**src/rtl/eight_bit_mcu_alu_regfile_macros.svh**
```systemverilog
// ----------------------------------------------------------------------------
// Assertion macros for the eight-bit MCU ALU
// Shared property forms, clocked on clk and disabled during reset.
// ----------------------------------------------------------------------------
`ifndef EIGHT_BIT_MCU_ALU_REGFILE_MACROS_SVH
`define EIGHT_BIT_MCU_ALU_REGFILE_MACROS_SVH

// same-cycle implication
`define MCU_ASSERT_NOW(name, pre, post) \
    name: assert property (@(posedge clk) disable iff (!rst_n) (pre) |-> (post)) \
        else $error("mcu alu assertion failed");

// next-cycle implication
`define MCU_ASSERT_NEXT(name, pre, post) \
    name: assert property (@(posedge clk) disable iff (!rst_n) (pre) |=> (post)) \
        else $error("mcu alu assertion failed");

`endif

```
**src/rtl/mcualu_pkg.sv**
```systemverilog
// ----------------------------------------------------------------------------
// mcualu_pkg
// Sizes, instruction codes and status flag masks of the eight-bit MCU ALU.
// ----------------------------------------------------------------------------
package mcualu_pkg;

    localparam int REG_COUNT = 32;
    localparam int REG_IDX_W = $clog2(REG_COUNT);
    localparam int ROW_COUNT = REG_COUNT / 2;
    localparam int ROW_W     = REG_IDX_W - 1;

    typedef enum logic [4:0] {
        OP_ADD    = 5'd0,
        OP_ADC    = 5'd1,
        OP_ADIW   = 5'd2,
        OP_SUB    = 5'd3,
        OP_SUBI   = 5'd4,
        OP_SBC    = 5'd5,
        OP_SBCI   = 5'd6,
        OP_SBIW   = 5'd7,
        OP_AND    = 5'd8,
        OP_ANDI   = 5'd9,
        OP_OR     = 5'd10,
        OP_ORI    = 5'd11,
        OP_EOR    = 5'd12,
        OP_COM    = 5'd13,
        OP_NEG    = 5'd14,
        OP_SBR    = 5'd15,
        OP_CBR    = 5'd16,
        OP_INC    = 5'd17,
        OP_DEC    = 5'd18,
        OP_TST    = 5'd19,
        OP_CLR    = 5'd20,
        OP_SER    = 5'd21,
        OP_MUL    = 5'd22,
        OP_MULS   = 5'd23,
        OP_MULSU  = 5'd24,
        OP_FMUL   = 5'd25,
        OP_FMULS  = 5'd26,
        OP_FMULSU = 5'd27
    } op_t;

    // status bits: H S V N Z C from high to low
    localparam logic [5:0] FLG_C = 6'b000001;
    localparam logic [5:0] FLG_Z = 6'b000010;
    localparam logic [5:0] FLG_N = 6'b000100;
    localparam logic [5:0] FLG_V = 6'b001000;
    localparam logic [5:0] FLG_S = 6'b010000;
    localparam logic [5:0] FLG_H = 6'b100000;

    typedef struct packed {
        logic [7:0] r;
        logic [5:0] f;
    } alu_res_t;

endpackage

```
**src/rtl/eight_bit_mcu_alu_regfile.sv**
```systemverilog
// ----------------------------------------------------------------------------
// eight_bit_mcu_alu_regfile
// Eight-bit MCU ALU executing one instruction per request against a
// 32 x 8 register file held in two banked memories, and a status register.
// ----------------------------------------------------------------------------
//  channel | handshake             | payload
//  --------+-----------------------+---------------------------------------------
//  input   | in_valid / in_stall   | operation, dest_index, source_index, immediate
//  output  | out_valid / out_stall | result_low, result_high, flags_out
//
//  One request per cycle sustained while out_stall is low; a result is
//  registered in the output register when its request leaves execute.
//  The rate is set by the register file read-modify-write loop: read at
//  accept, execute and write back at retire, closed by a one-deep bypass.
//  Reset clears per-entry valid bits at once; no clearing pass, unwritten
//  registers read as zero. A stalled output holds its register; one more
//  request may wait in the execute stage before in_stall rises.
// ----------------------------------------------------------------------------
module eight_bit_mcu_alu_regfile
    import mcualu_pkg::*;
(
    input  logic       clk,
    input  logic       rst_n,
    input  logic       in_valid,
    output logic       in_stall,
    input  logic [4:0] operation,
    input  logic [4:0] dest_index,
    input  logic [4:0] source_index,
    input  logic [7:0] immediate,
    output logic       out_valid,
    input  logic       out_stall,
    output logic [7:0] result_low,
    output logic [7:0] result_high,
    output logic [5:0] flags_out
);

`include "eight_bit_mcu_alu_regfile_macros.svh"

    typedef enum logic [1:0] {
        WR_NONE,
        WR_ONE,
        WR_PAIR,
        WR_MUL
    } wr_t;

    // banked register file: even and odd registers
    logic [7:0] mem_e [ROW_COUNT];
    logic [7:0] mem_o [ROW_COUNT];
    logic [ROW_COUNT-1:0] vld_e_reg;
    logic [ROW_COUNT-1:0] vld_o_reg;

    logic [5:0] flags_reg;

    // execute stage
    logic                 s1_valid_reg;
    op_t                  s1_op_reg;
    logic [REG_IDX_W-1:0] s1_addr_a_reg;
    logic [REG_IDX_W-1:0] s1_addr_b_reg;
    logic [7:0]           s1_k_reg;
    logic [7:0]           s1_rd_a_reg;
    logic [7:0]           s1_rd_b_reg;
    logic                 s1_va_reg;
    logic                 s1_vb_reg;
    logic                 s1_fwd_reg;

    // last write, for the bypass
    logic             bp_we_e_reg;
    logic             bp_we_o_reg;
    logic [ROW_W-1:0] bp_row_e_reg;
    logic [ROW_W-1:0] bp_row_o_reg;
    logic [7:0]       bp_dat_e_reg;
    logic [7:0]       bp_dat_o_reg;

    // output register
    logic       out_valid_reg;
    logic [7:0] res_lo_reg;
    logic [7:0] res_hi_reg;
    logic [5:0] res_flags_reg;

    logic                 s1_move;
    logic                 in_fire;
    logic                 wr_fire;
    op_t                  op_in;
    logic                 word_in;
    logic [REG_IDX_W-1:0] addr_a_in;
    logic [REG_IDX_W-1:0] addr_b_in;
    logic [ROW_W-1:0]     row_a_in;
    logic [ROW_W-1:0]     row_b_in;

    logic [7:0]  opa;
    logic [7:0]  opb;
    logic        hit_a_e;
    logic        hit_a_o;
    logic        hit_b_e;
    logic        hit_b_o;
    logic        cin;
    logic        x_signed;
    logic        y_signed;
    logic        frac;
    logic signed [8:0]  mx;
    logic signed [8:0]  my;
    logic signed [17:0] mp;
    logic [15:0] p16;
    logic [15:0] pf;
    logic [15:0] wval;
    logic [15:0] k6;
    logic [15:0] wres;
    alu_res_t    ar;
    logic [7:0]  lo;
    logic [7:0]  hi;
    logic [7:0]  tmp;
    logic [5:0]  mask;
    logic [5:0]  val;
    logic        set_s;
    wr_t         wr_mode;
    logic [5:0]  fm;
    logic [5:0]  new_flags;

    logic             we_e;
    logic             we_o;
    logic [ROW_W-1:0] row_e;
    logic [ROW_W-1:0] row_o;
    logic [7:0]       dat_e;
    logic [7:0]       dat_o;

    function automatic logic [5:0] nz8(input logic [7:0] r);
        return (r[7] ? FLG_N : 6'd0) | ((r == 8'd0) ? FLG_Z : 6'd0);
    endfunction

    function automatic alu_res_t add8(input logic [7:0] x, input logic [7:0] y,
                                      input logic ci);
        alu_res_t   o;
        logic [7:0] r;
        logic [7:0] cv;
        logic [7:0] ov;
        r = x + y + {7'd0, ci};
        cv = (x & y) | (y & ~r) | (~r & x);
        ov = (x & y & ~r) | (~x & ~y & r);
        o.r = r;
        o.f = nz8(r) | (cv[3] ? FLG_H : 6'd0) | (cv[7] ? FLG_C : 6'd0)
            | (ov[7] ? FLG_V : 6'd0);
        return o;
    endfunction

    function automatic alu_res_t sub8(input logic [7:0] x, input logic [7:0] y,
                                      input logic ci);
        alu_res_t   o;
        logic [7:0] r;
        logic [7:0] bv;
        logic [7:0] ov;
        r = x - y - {7'd0, ci};
        bv = (~x & y) | (y & r) | (r & ~x);
        ov = (x & ~y & ~r) | (~x & y & r);
        o.r = r;
        o.f = nz8(r) | (bv[3] ? FLG_H : 6'd0) | (bv[7] ? FLG_C : 6'd0)
            | (ov[7] ? FLG_V : 6'd0);
        return o;
    endfunction

    assign s1_move  = !out_valid_reg || !out_stall;
    assign in_stall = s1_valid_reg && !s1_move;
    assign in_fire  = in_valid && !in_stall;
    assign wr_fire  = s1_valid_reg && s1_move;

    // word ops read the register pair; others read Rd and Rr
    assign op_in     = op_t'(operation);
    assign word_in   = (op_in == OP_ADIW) || (op_in == OP_SBIW);
    assign addr_a_in = word_in ? {dest_index[REG_IDX_W-1:1], 1'b0}
                               : dest_index[REG_IDX_W-1:0];
    assign addr_b_in = word_in ? {dest_index[REG_IDX_W-1:1], 1'b1}
                               : source_index[REG_IDX_W-1:0];
    assign row_a_in  = addr_a_in[REG_IDX_W-1:1];
    assign row_b_in  = addr_b_in[REG_IDX_W-1:1];

    // bypass the write that landed at the edge this request was read
    assign hit_a_e = s1_fwd_reg && bp_we_e_reg && !s1_addr_a_reg[0]
                     && (bp_row_e_reg == s1_addr_a_reg[REG_IDX_W-1:1]);
    assign hit_a_o = s1_fwd_reg && bp_we_o_reg && s1_addr_a_reg[0]
                     && (bp_row_o_reg == s1_addr_a_reg[REG_IDX_W-1:1]);
    assign hit_b_e = s1_fwd_reg && bp_we_e_reg && !s1_addr_b_reg[0]
                     && (bp_row_e_reg == s1_addr_b_reg[REG_IDX_W-1:1]);
    assign hit_b_o = s1_fwd_reg && bp_we_o_reg && s1_addr_b_reg[0]
                     && (bp_row_o_reg == s1_addr_b_reg[REG_IDX_W-1:1]);

    always_comb
    begin
        priority if (hit_a_e)
            opa = bp_dat_e_reg;
        else if (hit_a_o)
            opa = bp_dat_o_reg;
        else
            opa = s1_va_reg ? s1_rd_a_reg : 8'd0;

        priority if (hit_b_e)
            opb = bp_dat_e_reg;
        else if (hit_b_o)
            opb = bp_dat_o_reg;
        else
            opb = s1_vb_reg ? s1_rd_b_reg : 8'd0;
    end

    // multiplier
    assign x_signed = (s1_op_reg == OP_MULS) || (s1_op_reg == OP_MULSU)
                      || (s1_op_reg == OP_FMULS) || (s1_op_reg == OP_FMULSU);
    assign y_signed = (s1_op_reg == OP_MULS) || (s1_op_reg == OP_FMULS);
    assign frac     = (s1_op_reg == OP_FMUL) || (s1_op_reg == OP_FMULS)
                      || (s1_op_reg == OP_FMULSU);
    assign mx  = $signed({x_signed & opa[7], opa});
    assign my  = $signed({y_signed & opb[7], opb});
    assign mp  = mx * my;
    assign p16 = mp[15:0];
    assign pf  = frac ? {p16[14:0], 1'b0} : p16;

    // word add and subtract on the pair
    assign wval = {opb, opa};
    assign k6   = {10'd0, s1_k_reg[5:0]};
    assign wres = (s1_op_reg == OP_ADIW) ? wval + k6 : wval - k6;

    assign cin = |(flags_reg & FLG_C);

    always_comb
    begin
        ar      = '0;
        tmp     = 8'd0;
        lo      = 8'd0;
        hi      = 8'd0;
        mask    = 6'd0;
        val     = 6'd0;
        set_s   = 1'b0;
        wr_mode = WR_ONE;
        unique case (s1_op_reg)
            OP_ADD, OP_ADC:
            begin
                ar    = add8(opa, opb, (s1_op_reg == OP_ADC) & cin);
                lo    = ar.r;
                mask  = FLG_H | FLG_V | FLG_N | FLG_Z | FLG_C;
                val   = ar.f;
                set_s = 1'b1;
            end
            OP_SUB, OP_SUBI, OP_SBC, OP_SBCI:
            begin
                ar = sub8(opa,
                          ((s1_op_reg == OP_SUBI) || (s1_op_reg == OP_SBCI)) ?
                              s1_k_reg : opb,
                          ((s1_op_reg == OP_SBC) || (s1_op_reg == OP_SBCI)) & cin);
                lo  = ar.r;
                val = ar.f;
                // carry forms keep Z only if it was already set
                if (((s1_op_reg == OP_SBC) || (s1_op_reg == OP_SBCI))
                    && !(|(flags_reg & FLG_Z)))
                    val = val & ~FLG_Z;
                mask  = FLG_H | FLG_V | FLG_N | FLG_Z | FLG_C;
                set_s = 1'b1;
            end
            OP_ADIW, OP_SBIW:
            begin
                lo = wres[7:0];
                hi = wres[15:8];
                if (s1_op_reg == OP_ADIW)
                    val = ((!opb[7] && wres[15]) ? FLG_V : 6'd0)
                        | ((!wres[15] && opb[7]) ? FLG_C : 6'd0);
                else
                    val = ((opb[7] && !wres[15]) ? FLG_V : 6'd0)
                        | ((wres[15] && !opb[7]) ? FLG_C : 6'd0);
                val = val | (wres[15] ? FLG_N : 6'd0)
                    | ((wres == 16'd0) ? FLG_Z : 6'd0);
                mask    = FLG_V | FLG_N | FLG_Z | FLG_C;
                set_s   = 1'b1;
                wr_mode = WR_PAIR;
            end
            OP_AND, OP_ANDI, OP_OR, OP_ORI, OP_EOR, OP_SBR, OP_CBR, OP_TST, OP_CLR:
            begin
                unique case (s1_op_reg)
                    OP_AND:  tmp = opa & opb;
                    OP_ANDI: tmp = opa & s1_k_reg;
                    OP_OR:   tmp = opa | opb;
                    OP_ORI:  tmp = opa | s1_k_reg;
                    OP_EOR:  tmp = opa ^ opb;
                    OP_SBR:  tmp = opa | s1_k_reg;
                    OP_CBR:  tmp = opa & ~s1_k_reg;
                    OP_TST:  tmp = opa;
                    default: tmp = 8'd0;
                endcase
                lo    = tmp;
                mask  = FLG_V | FLG_N | FLG_Z;
                val   = nz8(tmp);
                set_s = 1'b1;
            end
            OP_COM:
            begin
                lo    = ~opa;
                mask  = FLG_V | FLG_N | FLG_Z | FLG_C;
                val   = nz8(~opa) | FLG_C;
                set_s = 1'b1;
            end
            OP_NEG:
            begin
                tmp   = 8'd0 - opa;
                lo    = tmp;
                mask  = FLG_H | FLG_V | FLG_N | FLG_Z | FLG_C;
                val   = nz8(tmp) | ((tmp[3] | opa[3]) ? FLG_H : 6'd0)
                      | ((tmp == 8'h80) ? FLG_V : 6'd0)
                      | ((tmp != 8'd0) ? FLG_C : 6'd0);
                set_s = 1'b1;
            end
            OP_INC:
            begin
                tmp   = opa + 8'd1;
                lo    = tmp;
                mask  = FLG_V | FLG_N | FLG_Z;
                val   = nz8(tmp) | ((tmp == 8'h80) ? FLG_V : 6'd0);
                set_s = 1'b1;
            end
            OP_DEC:
            begin
                tmp   = opa - 8'd1;
                lo    = tmp;
                mask  = FLG_V | FLG_N | FLG_Z;
                val   = nz8(tmp) | ((tmp == 8'h7F) ? FLG_V : 6'd0);
                set_s = 1'b1;
            end
            OP_SER:
            begin
                lo = 8'hFF;
            end
            OP_MUL, OP_MULS, OP_MULSU, OP_FMUL, OP_FMULS, OP_FMULSU:
            begin
                lo      = pf[7:0];
                hi      = pf[15:8];
                mask    = FLG_Z | FLG_C;
                // C comes from the product before the fractional shift
                val     = (p16[15] ? FLG_C : 6'd0) | ((pf == 16'd0) ? FLG_Z : 6'd0);
                wr_mode = WR_MUL;
            end
            default:
            begin
                wr_mode = WR_NONE;
            end
        endcase
    end

    always_comb
    begin
        fm = (flags_reg & ~mask) | (val & mask);
        if (set_s)
            new_flags = (fm & ~FLG_S)
                      | (((|(fm & FLG_N)) ^ (|(fm & FLG_V))) ? FLG_S : 6'd0);
        else
            new_flags = fm;
    end

    // steer the write into the banks
    always_comb
    begin
        we_e  = 1'b0;
        we_o  = 1'b0;
        row_e = s1_addr_a_reg[REG_IDX_W-1:1];
        row_o = s1_addr_a_reg[REG_IDX_W-1:1];
        dat_e = lo;
        dat_o = lo;
        unique case (wr_mode)
            WR_ONE:
            begin
                we_e = wr_fire && !s1_addr_a_reg[0];
                we_o = wr_fire && s1_addr_a_reg[0];
            end
            WR_PAIR:
            begin
                we_e  = wr_fire;
                we_o  = wr_fire;
                dat_o = hi;
            end
            WR_MUL:
            begin
                we_e  = wr_fire;
                we_o  = wr_fire;
                row_e = '0;
                row_o = '0;
                dat_o = hi;
            end
            WR_NONE:
            begin
                we_e = 1'b0;
                we_o = 1'b0;
            end
        endcase
    end

    // register file banks: read at accept, write at retire
    always_ff @(posedge clk)
    begin
        if (we_e)
            mem_e[row_e] <= dat_e;
        if (we_o)
            mem_o[row_o] <= dat_o;
        if (in_fire)
        begin
            s1_rd_a_reg <= addr_a_in[0] ? mem_o[row_a_in] : mem_e[row_a_in];
            s1_rd_b_reg <= addr_b_in[0] ? mem_o[row_b_in] : mem_e[row_b_in];
        end
    end

    always_ff @(posedge clk or negedge rst_n)
    begin
        if (!rst_n)
        begin
            vld_e_reg     <= '0;
            vld_o_reg     <= '0;
            flags_reg     <= 6'd0;
            s1_valid_reg  <= 1'b0;
            s1_fwd_reg    <= 1'b0;
            bp_we_e_reg   <= 1'b0;
            bp_we_o_reg   <= 1'b0;
            out_valid_reg <= 1'b0;
        end
        else
        begin
            if (we_e)
                vld_e_reg[row_e] <= 1'b1;
            if (we_o)
                vld_o_reg[row_o] <= 1'b1;
            if (wr_fire)
            begin
                flags_reg   <= new_flags;
                bp_we_e_reg <= we_e;
                bp_we_o_reg <= we_o;
            end
            if (in_fire)
                s1_fwd_reg <= wr_fire;
            if (in_fire)
                s1_valid_reg <= 1'b1;
            else if (s1_move)
                s1_valid_reg <= 1'b0;
            if (wr_fire)
                out_valid_reg <= 1'b1;
            else if (!out_stall)
                out_valid_reg <= 1'b0;
        end
    end

    always_ff @(posedge clk)
    begin
        if (in_fire)
        begin
            s1_op_reg     <= op_in;
            s1_addr_a_reg <= addr_a_in;
            s1_addr_b_reg <= addr_b_in;
            s1_k_reg      <= immediate;
            s1_va_reg     <= addr_a_in[0] ? vld_o_reg[row_a_in] : vld_e_reg[row_a_in];
            s1_vb_reg     <= addr_b_in[0] ? vld_o_reg[row_b_in] : vld_e_reg[row_b_in];
        end
        if (wr_fire)
        begin
            bp_row_e_reg  <= row_e;
            bp_row_o_reg  <= row_o;
            bp_dat_e_reg  <= dat_e;
            bp_dat_o_reg  <= dat_o;
            res_lo_reg    <= lo;
            res_hi_reg    <= hi;
            res_flags_reg <= new_flags;
        end
    end

    assign out_valid   = out_valid_reg;
    assign result_low  = res_lo_reg;
    assign result_high = res_hi_reg;
    assign flags_out   = res_flags_reg;

    // both banks are written only by pair and multiply requests
    `MCU_ASSERT_NOW(a_dual_write, we_e && we_o, (wr_mode == WR_PAIR) || (wr_mode == WR_MUL))
    // writes happen only when a request retires into the output register
    `MCU_ASSERT_NEXT(a_write_retires, we_e || we_o, out_valid_reg)
    // an accepted request always reaches the execute stage
    `MCU_ASSERT_NEXT(a_accept_fills, in_fire, s1_valid_reg)
    // a waiting execute stage never writes the register file
    `MCU_ASSERT_NOW(a_hold_no_write, s1_valid_reg && !s1_move, !we_e && !we_o)

endmodule
```
**config.mk**
```make
export PLATFORM = sky130hd
export DESIGN_NAME = eight_bit_mcu_alu_regfile
export DESIGN_NICKNAME = d
export VERILOG_FILES = /design/src/rtl/mcualu_pkg.sv /design/src/rtl/eight_bit_mcu_alu_regfile.sv
export VERILOG_INCLUDE_DIRS = /design/src /design/src/rtl
export SDC_FILE = /design/constraint.sdc
export NUM_CORES = 1
export LEC_CHECK = 0
export BUFFER_PORTS_ARGS = -buffer_cell sky130_fd_sc_hd__buf_4
export CAP_MARGIN = 25
export CORE_MARGIN = 1
export CORE_UTILIZATION = 35
export CTS_BUF_LIST = sky130_fd_sc_hd__clkbuf_8 sky130_fd_sc_hd__clkbuf_16
export DETAILED_ROUTE_END_ITERATION = 8
export GPL_TIMING_DRIVEN = 1
export PLACE_DENSITY = 0.6
export REMOVE_ABC_BUFFERS = 1
export SYNTH_ARGS = -nofsm -noshare
export SYNTH_HDL_FRONTEND = slang
export SYNTH_SLANG_ARGS = --single-unit
```
**constraint.sdc**
```tcl
create_clock -name clk -period 7.37 [get_ports clk]
set_clock_uncertainty 0.15 [all_clocks]
set_input_delay 1.1055 -clock clk [delete_from_list [all_inputs] [get_ports clk]]
set_output_delay 1.1055 -clock clk [all_outputs]
set_load 0.02 [all_outputs]
```
==> results.cfg, run 1 <==
[worst_setup_path]
cp_slowest_cell = fa_1
slowest_delay_ns = 0.53
critPathKind = reg -> reg
worstSetupStartpointType = flop
reg2regPathDepth = 24
cp.buffers_inverters = 2
cp_max_fo = 8
worstReg2RegStart = bp_row_o_reg[1]
end_kind = flop
ff2ff_setup_slack_ns = 0.30
r2r-end = mem_o[5][7]
cp_common_cell = fa_1
cpLargestDelayFamily = adder cells
arrival_ns = 7.24
cp_data_required_time_ns = 7.54
cp_cell_sequence = xnor2_1 > and3_1 > nand3_1 > nor2_1 > mux2_2 > ha_1 > fa_1 > fa_1 > inv_1 > fa_1 > inv_1 > fa_1 > ha_1 > ha_1 > a21o_1 > a21oi_2 > nor2b_1 > o31a_1 > o21a_1 > nor2_2 > o21ai_0 > xor2_1 > o21ai_2 > a211o_4

[floorplanning]
design.die.area_um2 = 70610
die_height_um = 265.7
boundaryPins = 51
rows = 96
core_area_um2 = 68710
initial_utilization_pct = 35.43
dieWidth_um = 265.7

[yosys]
synth_top_area_share_pct = 40.83
yosys_warnings = 0
netlist_area_um2 = 24340
synthFlopType = edfxtp_1
synth_cells = 2278
synth-async-reset-ratio_pct = 11.50
yosys-top-cells-area = edfxtp_1 41%, mux4_2 8.3%, nand2_1 6.4%
synth-edff-count = 331
ys_ff_latch = 374
synth_area_leader_cell = edfxtp_1
yosys.cell_types.count = 100
ys_seq_area_share_pct = 45.25
syn_area_per_cell_um2 = 10.69

[clocking]
post_cts_buffers = 0
clock_latency_ns = 0.61
clock_path_buffers = 3
root_buffer = clkbuf_16
cts_tree = built
h-tree-depth = 2
path_clk_slew_ns = 0.06
cts.sinks = 374
cts_buffers = 43

[drt]
vias = 19550
antenna_left = 0
drc = 0
routed_wirelength_um = 88980
routed_via_density = 5.835
routedWlPerCell_um = 26.56
firstDrtPassIters = 8
drtIter0Drc = 2459

[cells_and_area]
reg.largest.list = mem_e (128), mem_o (128)
fin_nets = 2565
insertedDiodeCount = 0
area_growth_syn_to_layout_pct = 15.46
drive_gt1_share_pct = 18.85
fin_area_um2 = 28100
instances_no_fill = 3350
postLayoutCoreUtil_pct = 40.91

[placed_design]
place_inst = 3271
numPortBuffers = 50
place.gp.congestion = 0.9703
placed_cell_area_um2 = 26610
hpwl_um = 64080
post-place-ws_ns = 0.02983

[timing]
fin_tns_setup_ns = 0
fmax_mhz = 141.5
finalSetupViolCount = 0
worstMarginPinSlew_ns = 1.071
hold_ws_ns = 0.3408
final-hold-violation-count = 0
fin_ws_ns = 0.3047
drv_slew = 0
relSlewSlack_pct = 28.33
min_period_ns = 7.065
period_share_pct = 95.87

[power_and_ir_drop]
fin_total_pwr_mw = 6.868
leakage_nw = 10.88
peakVddDrop_v = 0.0002096
power.density_nw_per_um2 = 244.4

[worst_hold_path]
hold_depth = 1
hp-start = vld_e_reg[11]
hold_end = vld_e_reg[11]
hold_path.class = reg -> reg

[grt]
grt-ovfl-total = 0
grt_antenna_before_repair = 1
grt_max_degree = 145
grt_pass1_vias = 19380
grt_pass1_wl_um = 129600
grtUsageTotal_pct = 24.93

[outcome]
status = finished, final reports clean

[flow_run]
maxCapViolations = 0
## metal layers
layer	up-vias	GRT usage, %	share of wire (%)
li1	8595	-	-
met1	9814	31.40	39
met5	-	0	0.020
met3	218	3.725	6.8
met4	2	11.54	5.1
met2	917	42.17	49
## cells by family after synthesis
| logic type | count (synthesis) | synth area share [%] |
|---|---|---|
| xor+xnor | 67 | 2.411 |
| mux | 125 | 9.864 |
| buf+inv | 255 | 4.204 |
| compound gates | 383 | 11.28 |
| fa+ha+maj | 149 | 9.807 |
| flops | 374 | 45.25 |
| simple gates | 925 | 17.18 |
## synthesized netlist by cell type, drive strengths merged (43+ instances only)
cell and number:
inv 126, dfrtp 43, clkbuf 84, edfxtp 331
mux4 90, a21oi 67, xnor2 53, fa 70
nand2 418, ha 78, o21ai 83, nand3 198
a311oi 47, nor2 141
## where the power goes
| group | internal [mW] | switching (mW) |
|---|---|---|
| Clock | 1.17 | 0.932 |
| Sequential | 2.60 | 0.117 |
| Combinational | 0.742 | 1.30 |
## timing repair
item | CTS | global route
hold buffers | 0 | 0
pin swaps | 0 | 4
hold endpoints to repair | 0 | 0
setup endpoints to repair | 46 | 107
gates cloned | 0 | 2
gates resized for setup | 3 | 22
## worst max-delay path by stage
stage	start	to	slack, ns	cells past startpoint
6_report	bp_row_o_reg[1]	mem_o[5][7]	0.30	24
5_1_grt	bp_row_o_reg[2]	mem_o[5][7]	-0.02	26
4_1_cts	bp_row_o_reg[1]	mem_o[15][7]	0.07	25
3_5_place_dp	bp_row_o_reg[1]	mem_o[2][6]	0.03	26
3_3_place_gp	bp_row_o_reg[2]	mem_o[14][7]	0.19	25
2_1_floorplan	operation[0]	s1_rd_b_reg[0]	-1.43	11
## layout by cell type, fill, tap and decap left out, types with 45 or more instances in the layout
cell type  count
o21ai_0       76
a311oi_1      45
mux4_2        90
nor2_1       137
edfxtp_1     331
nand2_1      416
a21oi_1       63
buf_4        166
fa_1          70
xnor2_1       48
ha_1          78
inv_1        127
nand3_1      197
## cell type report
cell class	count	area (um2)
Fill cell	6615	40600
Multi-Input combinational cell	1651	12490
Sequential cell	374	11020
Timing Repair Buffer	190	1589
Tap cell	931	1165
Clock buffer	43	1076
Inverter	130	494.2
Clock inverter	31	270.3
Power figures use the tool's default switching activity.
==> run 2, diff against run 1 <==
Settings changed: BUFFER_PORTS_ARGS -buffer_cell sky130_fd_sc_hd__buf_4 to not set, CTS_BUF_LIST sky130_fd_sc_hd__clkbuf_8 sky130_fd_sc_hd__clkbuf_16 to sky130_fd_sc_hd__clkbuf_16, DONT_BUFFER_PORTS set to 1.
==> run 2 against run 1 <==
First-iteration DRC count decreased by 11%. Via count is 0.45% lower. Hold slack got worse by 0.30 ns. Maximum frequency increased by 0.11%. Combinational power shrank 3%. Sequential share of layout area up 0.25 points. Sequential cell count did not move. Critical endpoint is now mem_o[15][6]. Highest routed layer is now met4.
==> results.cfg, run 2 (same netlist as run 1, synthesis figures left out) <==
[clocking]
h-tree-depth = 2
clock_path_buffers = 3
ctsHoldBuffers = 0
cts.sinks = 374
path_clk_slew_ns = 0.07
cts_tree = built
root_buffer = clkbuf_16
cts_buffers = 44
clock_latency_ns = 0.61

[cells_and_area]
instances_no_fill = 3319
reg.largest.list = mem_e (128), mem_o (128)
fin_nets = 2527
fin_area_um2 = 27930
postLayoutCoreUtil_pct = 40.65
drive_gt1_share_pct = 18.01
final_common_cell = nand2_1
insertedDiodeCount = 0
area_growth_syn_to_layout_pct = 14.74
layout_common_cells = 416 x nand2_1, 331 x edfxtp_1, 196 x nand3_1, 137 x nor2_1, 129 x buf_4

[placed_design]
place_inst = 3224
placed_cell_area_um2 = 26210
numPortBuffers = 0
place.gp.congestion = 0.9566
post-place-ws_ns = 0.04211
hpwl_um = 64340

[floorplanning]
boundaryPins = 51
initial_utilization_pct = 35.43
dieWidth_um = 265.7
design.die.area_um2 = 70610
rows = 96
die_height_um = 265.7
core_area_um2 = 68710

[timing]
hold_ws_ns = 0.04244
fin_ws_ns = 0.3125
fmax_mhz = 141.7
period_share_pct = 95.76
worstMarginPinSlew_ns = 1.084
finalSetupViolCount = 0
min_period_ns = 7.058
fin_tns_setup_ns = 0
relSlewSlack_pct = 27.46
drv_slew = 0
final-hold-violation-count = 0

[grt]
use_met3_pct = 4.067
grtUsageTotal_pct = 24.87
top_usage_layer = met2
grt_pass1_vias = 19140
met2_usage_pct = 42.78
met1_usage_pct = 30.87
grt_pass1_wl_um = 129000
grt-ovfl-total = 0
grt_antenna_before_repair = 0
grt_max_degree = 145

[flow_run]
maxCapViolations = 0

[worst_setup_path]
cp_max_fo = 17
r2r-end = mem_o[15][6]
ff2ff_setup_slack_ns = 0.31
cp_data_required_time_ns = 7.58
worstSetupStartpointType = flop
worstReg2RegStart = bp_row_o_reg[2]
critPathKind = reg -> reg
end_kind = flop
reg2regPathDepth = 25
arrival_ns = 7.27

[drt]
routed_via_density = 5.863
vias = 19460
routedWlPerCell_um = 26.67
drtIter0Drc = 2195
antenna_left = 0
routed_wirelength_um = 88530
firstDrtPassIters = 6
drc = 0

[outcome]
status = finished, final reports clean

[power_and_ir_drop]
peakVddDrop_v = 0.0002773
fin_total_pwr_mw = 6.993
power.density_nw_per_um2 = 250.4
leakage_nw = 10.75

[worst_hold_path]
hold_path.class = in -> async
run 2: cell count changes in the layout (fill, tap and decap cells not counted), moves of 2 or more:
cell	change
buf_12	-3
buf_4	-37
bufinv_16	+3
clkbuf_16	+2
clkinv_2	+2
clkinv_4	+3
o21ai_0	-2
o21ai_1	+3
o311ai_1	+2
xnor2_1	-4
xnor2_2	+4
run 2: what timing repair did:
action                     4_1_cts  5_1_grt
resized for setup                2       26
cloned                           0        1
setup buffers                    0        3
setup endpoints to repair       33       93
pin swaps                        0        9
run 2: worst max-delay path by stage:
| stage | slack (ns) | startpoint | to | cells past startpoint |
|---|---|---|---|---|
| floorplan | -1.43 | operation[0] | s1_rd_b_reg[0] | 11 |
| global placement | 0.16 | bp_row_o_reg[3] | flags_out[1] | 25 |
| detailed placement | 0.04 | bp_row_o_reg[3] | mem_o[7][7] | 24 |
| CTS | 0.02 | bp_row_o_reg[3] | mem_o[13][5] | 24 |
| global route | -0.03 | bp_row_o_reg[2] | mem_o[15][6] | 25 |
| finish | 0.31 | bp_row_o_reg[2] | mem_o[15][6] | 25 |
run 2: critical path, stage by stage (launching register included):
cell,delay [ns]
edfxtp_1,0.43
buf_4,0.18
xnor2_2,0.22
nand2_2,0.14
o311ai_1,0.30
o31ai_1,0.11
mux2_2,0.36
inv_2,0.14
nor2_1,0.08
fa_1,0.45
fa_1,0.48
fa_1,0.50
fa_1,0.50
inv_1,0.06
fa_1,0.54
inv_1,0.06
ha_1,0.33
inv_1,0.07
o21a_1,0.20
o21ai_0,0.25
a31o_2,0.21
a21oi_1,0.07
xnor2_1,0.25
mux2i_1,0.12
o22ai_1,0.25
a21o_2,0.38
run 2: final cells by class:
cell class              instances  area, um2
fillers                      6578      40780
flip-flops and latches        374      11020
well taps                     931       1165
repair buffers                152       1257
clock inverters                37      375.4
multi-input cells            1650      12500
clock buffers                  45       1126
inverters                     130      491.7
run 2: metal layers:
layer  vias to the layer above  part of all wire, %
li1                       8535                    -
met1                      9806                   39
met2                       938                   49
met3                       180                  7.6
met4                         0                  4.5
met5                         -                    0
run 2: report_power, final:
group / leakage, nW / switching, mW / internal, mW
Combinational: 6.42 / 1.25 / 0.727
Sequential: 3.57 / 0.129 / 2.60
Clock: 0.764 / 0.955 / 1.33
